--- src/design/bpcr_pkg.sv ---
// Package for the ball pair collision resolver.
// Holds the widths, the context record that runs beside the arithmetic and the saturation helper.
// No dependencies.
package bpcr_pkg;

	// field widths
	localparam int CW   = 24;          // coordinates and velocities, signed Q15.8
	localparam int SW   = 16;          // radius, unsigned Q8.8

	// derived widths
	localparam int DW   = CW + 1;      // centre and velocity differences
	localparam int PW   = 2 * DW;      // one product of two differences
	localparam int D2W  = PW;          // squared centre distance
	localparam int SQ_N = DW;          // root bits, one per square root stage
	localparam int SUMW = SW + 1;      // sum of radii
	localparam int OVW  = DW + 1;      // signed overlap
	localparam int DOTW = PW + 1;      // normal relative velocity, unscaled
	localparam int QW   = CW + 4;      // quotient magnitude bits
	localparam int NW   = PW + 3;      // signed dividend
	localparam int VW   = DW + 1;      // divisor
	localparam int RW   = NW + 1;      // divider partial remainder
	localparam int SATW = QW + 2;      // sum ahead of saturation
	localparam int DIV_LAT = QW + 2;   // divider latency in cycles

	// everything one transaction carries down the pipe
	typedef struct packed {
		logic signed [CW-1:0]   a_px;
		logic signed [CW-1:0]   a_py;
		logic signed [CW-1:0]   a_vx;
		logic signed [CW-1:0]   a_vy;
		logic signed [CW-1:0]   b_px;
		logic signed [CW-1:0]   b_py;
		logic signed [CW-1:0]   b_vx;
		logic signed [CW-1:0]   b_vy;
		logic [SW-1:0]          ra;
		logic [SW-1:0]          rb;
		logic [SUMW-1:0]        sum;
		logic signed [DW-1:0]   dx;
		logic signed [DW-1:0]   dy;
		logic signed [DOTW-1:0] dot;
		logic [SQ_N-1:0]        span;
		logic                   coin;
		logic                   ovlp;
		logic                   apart;
	} ctx_t;

	// clamp to the coordinate range
	function automatic logic signed [CW-1:0] sat_c(input logic signed [SATW-1:0] x);
		logic signed [SATW-1:0] hi;
		logic signed [SATW-1:0] lo;
		hi = {{(SATW-CW+1){1'b0}}, {(CW-1){1'b1}}};
		lo = ~hi;
		if (x > hi)
			return hi[CW-1:0];
		if (x < lo)
			return lo[CW-1:0];
		return x[CW-1:0];
	endfunction

endpackage

--- src/design/bpcr_div.sv ---
// Pipelined signed by unsigned divider, truncating toward zero, one quotient bit per stage.
// Quotient magnitude must fit QW bits. Depends on bpcr_pkg.
module bpcr_div
	import bpcr_pkg::*;
(
	input  logic                 clk,
	input  logic                 arst_n,
	input  logic                 en,
	input  logic signed [NW-1:0] num,
	input  logic [VW-1:0]        den,
	output logic signed [QW:0]   quo
);
	logic [NW-1:0]       mag;
	logic [RW-1:0]       rem_s [QW+1];
	logic [VW-1:0]       den_s [QW+1];
	logic [QW-1:0]       q_s   [QW+1];
	logic [QW:0]         neg_s;
	logic [RW-1:0]       trial [QW+1];
	logic signed [QW:0]  quo_s;

	assign mag = num[NW-1] ? NW'(-num) : NW'(num);

	// shifted divisor for each stage
	always_comb begin
		trial[0] = '0;
		for (int k = 1; k <= QW; k++)
			trial[k] = RW'(den_s[k-1]) << (QW - k);
	end

	// magnitude stage, bit stages, sign stage
	always_ff @(posedge clk) begin
		if (en) begin
			rem_s[0] <= RW'(mag);
			den_s[0] <= den;
			q_s[0]   <= '0;
			neg_s[0] <= num[NW-1];
			for (int k = 1; k <= QW; k++) begin
				if (rem_s[k-1] >= trial[k]) begin
					rem_s[k] <= rem_s[k-1] - trial[k];
					q_s[k]   <= q_s[k-1] | (QW'(1) << (QW - k));
				end else begin
					rem_s[k] <= rem_s[k-1];
					q_s[k]   <= q_s[k-1];
				end
				den_s[k] <= den_s[k-1];
				neg_s[k] <= neg_s[k-1];
			end
			quo_s <= neg_s[QW] ? -$signed({1'b0, q_s[QW]}) : $signed({1'b0, q_s[QW]});
		end
	end

	assign quo = quo_s;

	// quotient range held: the last remainder is below the divisor
	a_div_rem: assert property (@(posedge clk) disable iff (!arst_n)
		den_s[QW] != '0 |-> rem_s[QW] < RW'(den_s[QW]))
		else $error("divider quotient overflow");

endmodule

--- config.mk ---
export PLATFORM = sky130hd
export DESIGN_NAME = bpcr_div
export DESIGN_NICKNAME = d
export VERILOG_FILES = /design/src/design/bpcr_pkg.sv /design/src/design/bpcr_div.sv
export SDC_FILE = /design/constraint.sdc
export NUM_CORES = 2
export LEC_CHECK = 0
export BUFFER_PORTS_ARGS = -buffer_cell sky130_fd_sc_hd__buf_2
export CORE_UTILIZATION = 66
export CTS_CLUSTER_DIAMETER = 40
export CTS_CLUSTER_SIZE = 24
export DETAILED_ROUTE_END_ITERATION = 6
export PLACE_DENSITY = 0.83
export SLEW_MARGIN = 30
export SYNTH_ARGS = -nofsm -noshare
export SYNTH_HDL_FRONTEND = slang
export SYNTH_SLANG_ARGS = --single-unit
export TNS_END_PERCENT = 100
--- constraint.sdc ---
create_clock -name clk -period 12 [get_ports clk]
set_input_delay 1.8 -clock clk [delete_from_list [all_inputs] [get_ports clk]]
set_output_delay 1.8 -clock clk [all_outputs]
set_load 0.05 [all_outputs]
==> metrics.md <==
| Metric | Value |
|---|---|
| Status | `finished clean` |
| Yosys reg bits | `around 2700` |
| Antenna viol nets, final | `0` |
| Number of synthesized flops with an enable pin | `roughly 2700` |
| Post-synth top area cell | `edfxtp_1` |
| I/O Pins | `between 100 and 150` |
| Initial DRT Pass Iterations | `7` |
| Final hold violations | `0` |
| Unique masters post-synth | `86` |
| Most numerous cell in the Yosys netlist | `edfxtp_1` |
| WP buf/inv | `2` |
| Cell area after synthesis | `~140000 sq um` |
| DR DRC count | `0` |
| Core area | `208000 sq um` |
| Fmax | `around 180 MHz` |
| Die H | `~460 um` |
| Later-pin clock latency in the skew report | `between 0.9 and 1 ns` |
| Routed vias | `~97000` |
| Largest cells by area after synthesis | `edfxtp_1 59%, ha_1 6.6%, xnor2_1 3.5%` |
| Post-DR vias/cell | `about 6.4` |
| Mapped Nets | `about 13000` |
| PostCTS Resize Cnt | `0` |
| # rows | `~170` |
| Worst hold margin | `a little over 0.4 ns` |
| Number of max-cap violations | `0` |
| Cells after Synth | `approximately 12000` |
| Slew Limit Headroom | `a little over a quarter` |
| TritonCTS buffer count | `364` |
| P&R area growth vs syn | `11.7%` |
| Drt total wl | `approximately 350000 um` |
| Async S/R FF share, synth | `0%` |
| Crit Path Category | `reg -> reg` |
| CTS Hold Bufs | `0` |
| Pin count of the biggest net entering global routing | `165` |
| Remaining global-route overflow | `0` |
| Clk sinks | `~2700` |
| Die ar. | `212000 sq um` |
| Worst Path Required | `around 13 ns` |
| Fin crit share | `46.0%` |
| Final setup TNS | `0 ns` |
| Slew @ Worst Pin | `around 1.1 ns` |
| Largest fanout on the critical path | `6` |
| First-pass GRT wire length | `about 540000 um` |
| CP dominant cell by count | `inv_1` |
| Clock period minus worst slack | `between 5 and 6 ns` |
| Reg-to-reg slack, setup | `about 6.5 ns` |
| Clk slew on worst S/H paths | `0.07 ns` |
| Critical Path AT | `between 6 and 7 ns` |
| CTS Root Cell | `clkbuf_16` |
| Seq/Total Area, Yosys | `between 50% and 60%` |
| Cells along the critical path | `inv_1 > ha_1 > inv_1 > fa_1 > a211oi_1 > o21ai_0 > a2111oi_0 > nor3b_1 > a2111oi_1 > nor2_1 > a2111o_1 > nor3_1 > xor2_1` |
| Avg WL per Cell | `between 20 and 25 um` |
| Hpwl dp | `255000 um` |
| Clk_skew | `about 0.063 ns` |
| Initial Utilization | `66.7%` |
| Post-synth top cells | `2703 x edfxtp_1, 1032 x nand2_1, 927 x inv_1, 903 x o21ai_0, 730 x ha_1` |
| Leak | `between 50 and 60 nW` |
| Pwr dens | `244 nW/um^2` |
| Synth Warn # | `0` |
| Worst VDD drop | `~0.17 mV` |
| Vias in the first global route | `about 95000` |
| Die width | `about 460 um` |
| Hold/Removal Path Class | `reg -> reg` |
| GP Congestion | `~1` |
| Final Slew Violations | `0` |
| Final setup viols | `0` |
| Worst setup SP type | `flop` |
| Layout cells sized above 1 | `around 8.2%` |
| Antenna violations before repair | `14` |
| GRT Total Usage | `between 30% and 40%` |
| # nets final | `12900` |
| Final design utilization | `~75%` |
| Synth top area share | `around three fifths` |
| Primary FF master, synth | `edfxtp_1` |
| H-tree depth | `5` |
| Post-CTS setup buffer count | `0` |
| Worst Setup End Kind | `flop` |
| Kind of cell adding the most delay to the critical path | `compound AO/OA/AOI/OAI gates` |
| 1st-iter DRT viols | `~11000` |
| CTS tree | `built` |
| Input/output buffers | `109` |
| Crit-path max cell delay | `a little under 0.8 ns` |
| Clk buf depth | `4` |
| Mean post-synth cell area | `~12 sq um` |
| Unrepaired setup endpoints after global routing | `false` |
| Slowest-stage cell, CP | `a2111oi_0` |
layout make-up:
type	instances	area (sq um)
Antenna cell	6	15.0
Clock buffer	380	9250
Clock inverter	276	3040
Fill cell	13300	52900
Inverter	928	3480
Multi-Input combinational cell	7900	53300
Sequential cell	2703	81200
Tap cell	2788	3490
Timing Repair Buffer	189	1310
stage by stage:
stage	setup slack, ns	instance area (sq um)	std cells	power, W
2_1_floorplan	6.47	139000	11800	0.0230
3_3_place_gp	6.14	142000	14500	0.0261
3_5_place_dp	5.91	143000	14500	0.0266
4_1_cts	6.66	155000	15200	0.0376
5_1_grt	6.30	155000	15200	0.0396
6_report	6.48	155000	15200	0.0379
flip-flops by register name, summed over array words and instances, names as in the netlist:
signal and flops:
den_s 728, neg_s 29, q_s 406, quo 29, rem_s 1511
worst paths after layout:
| path | start | end | cells past startpoint |
|---|---|---|---|
| worst max-delay path | rem_s[0][663] | rem_s[0][749] | 13 |
| worst min-delay path | q_s[0][356] | q_s[0][384] | 0 |
| worst max register to register | rem_s[0][663] | rem_s[0][749] | 13 |
| worst min register to register | q_s[0][356] | q_s[0][384] | 0 |
cell families (layout without fill, tap and decap cells):
logic type                 after synthesis  after routing  synth area share, %
and+or+nand+nor                       3306           3306                 12.0
AOI/OAI and AO/OA                     2716           2716                 12.0
DFF                                   2703           2703                 58.5
buffers and inverters                 1223           1773                 3.32
xor gates and xnor gates              1031           1031                 6.51
adders and majority gates              757            757                 6.97
muxes                                   90             90                0.720
other                                    0              6                    0
report_power, final:
group / internal, W / switching [W] / leakage, nW
clock network: 0.00642 / 0.00446 / 5.96
registers: 0.0130 / 0.00147 / 26.1
logic: 0.00495 / 0.00757 / 26.8
total: 0.0244 / 0.0135 / 58.9
routing by layer:
| metal | up-vias | global-route usage, % | share of wire, % |
|---|---|---|---|
| li1 | 44400 | - | - |
| met1 | 47100 | 43.3 | 40 |
| met2 | 4896 | 52.7 | 46 |
| met3 | 1086 | 7.36 | 9.2 |
| met4 | 12 | 14.8 | 4.8 |
| met5 | - | 0 | 0.023 |
cells in the final DEF, fill, tap and decap left out, types with 30 or more instances in the layout:
| master | instances |
|---|---|
| edfxtp_1 | 2703 |
| nand2_1 | 1031 |
| inv_1 | 927 |
| o21ai_0 | 902 |
| ha_1 | 730 |
| a21oi_1 | 717 |
| nor2_1 | 593 |
| xnor2_1 | 547 |
| xor2_1 | 479 |
| a21o_1 | 380 |
| clkbuf_16 | 368 |
| nor3_1 | 264 |
| nand3_1 | 217 |
| nor4_1 | 209 |
| nand4_1 | 166 |
| nand2b_1 | 132 |
| or3_1 | 117 |
| buf_2 | 109 |
| nor2b_1 | 107 |
| o21a_1 | 98 |
| mux2_2 | 78 |
| a31oi_1 | 77 |
| o21bai_1 | 76 |
| or4_1 | 73 |
| o31ai_1 | 71 |
| and3_1 | 66 |
| buf_4 | 64 |
| inv_6 | 62 |
| a211oi_1 | 55 |
| or2_2 | 52 |
| nor4b_1 | 48 |
| o211ai_1 | 41 |
| and2_1 | 41 |
| clkinv_4 | 40 |
| nand4b_1 | 38 |
| inv_8 | 38 |
| nor3b_1 | 36 |
| o41ai_1 | 30 |
| clkinvlp_4 | 30 |
Power figures use the tool's default switching activity.
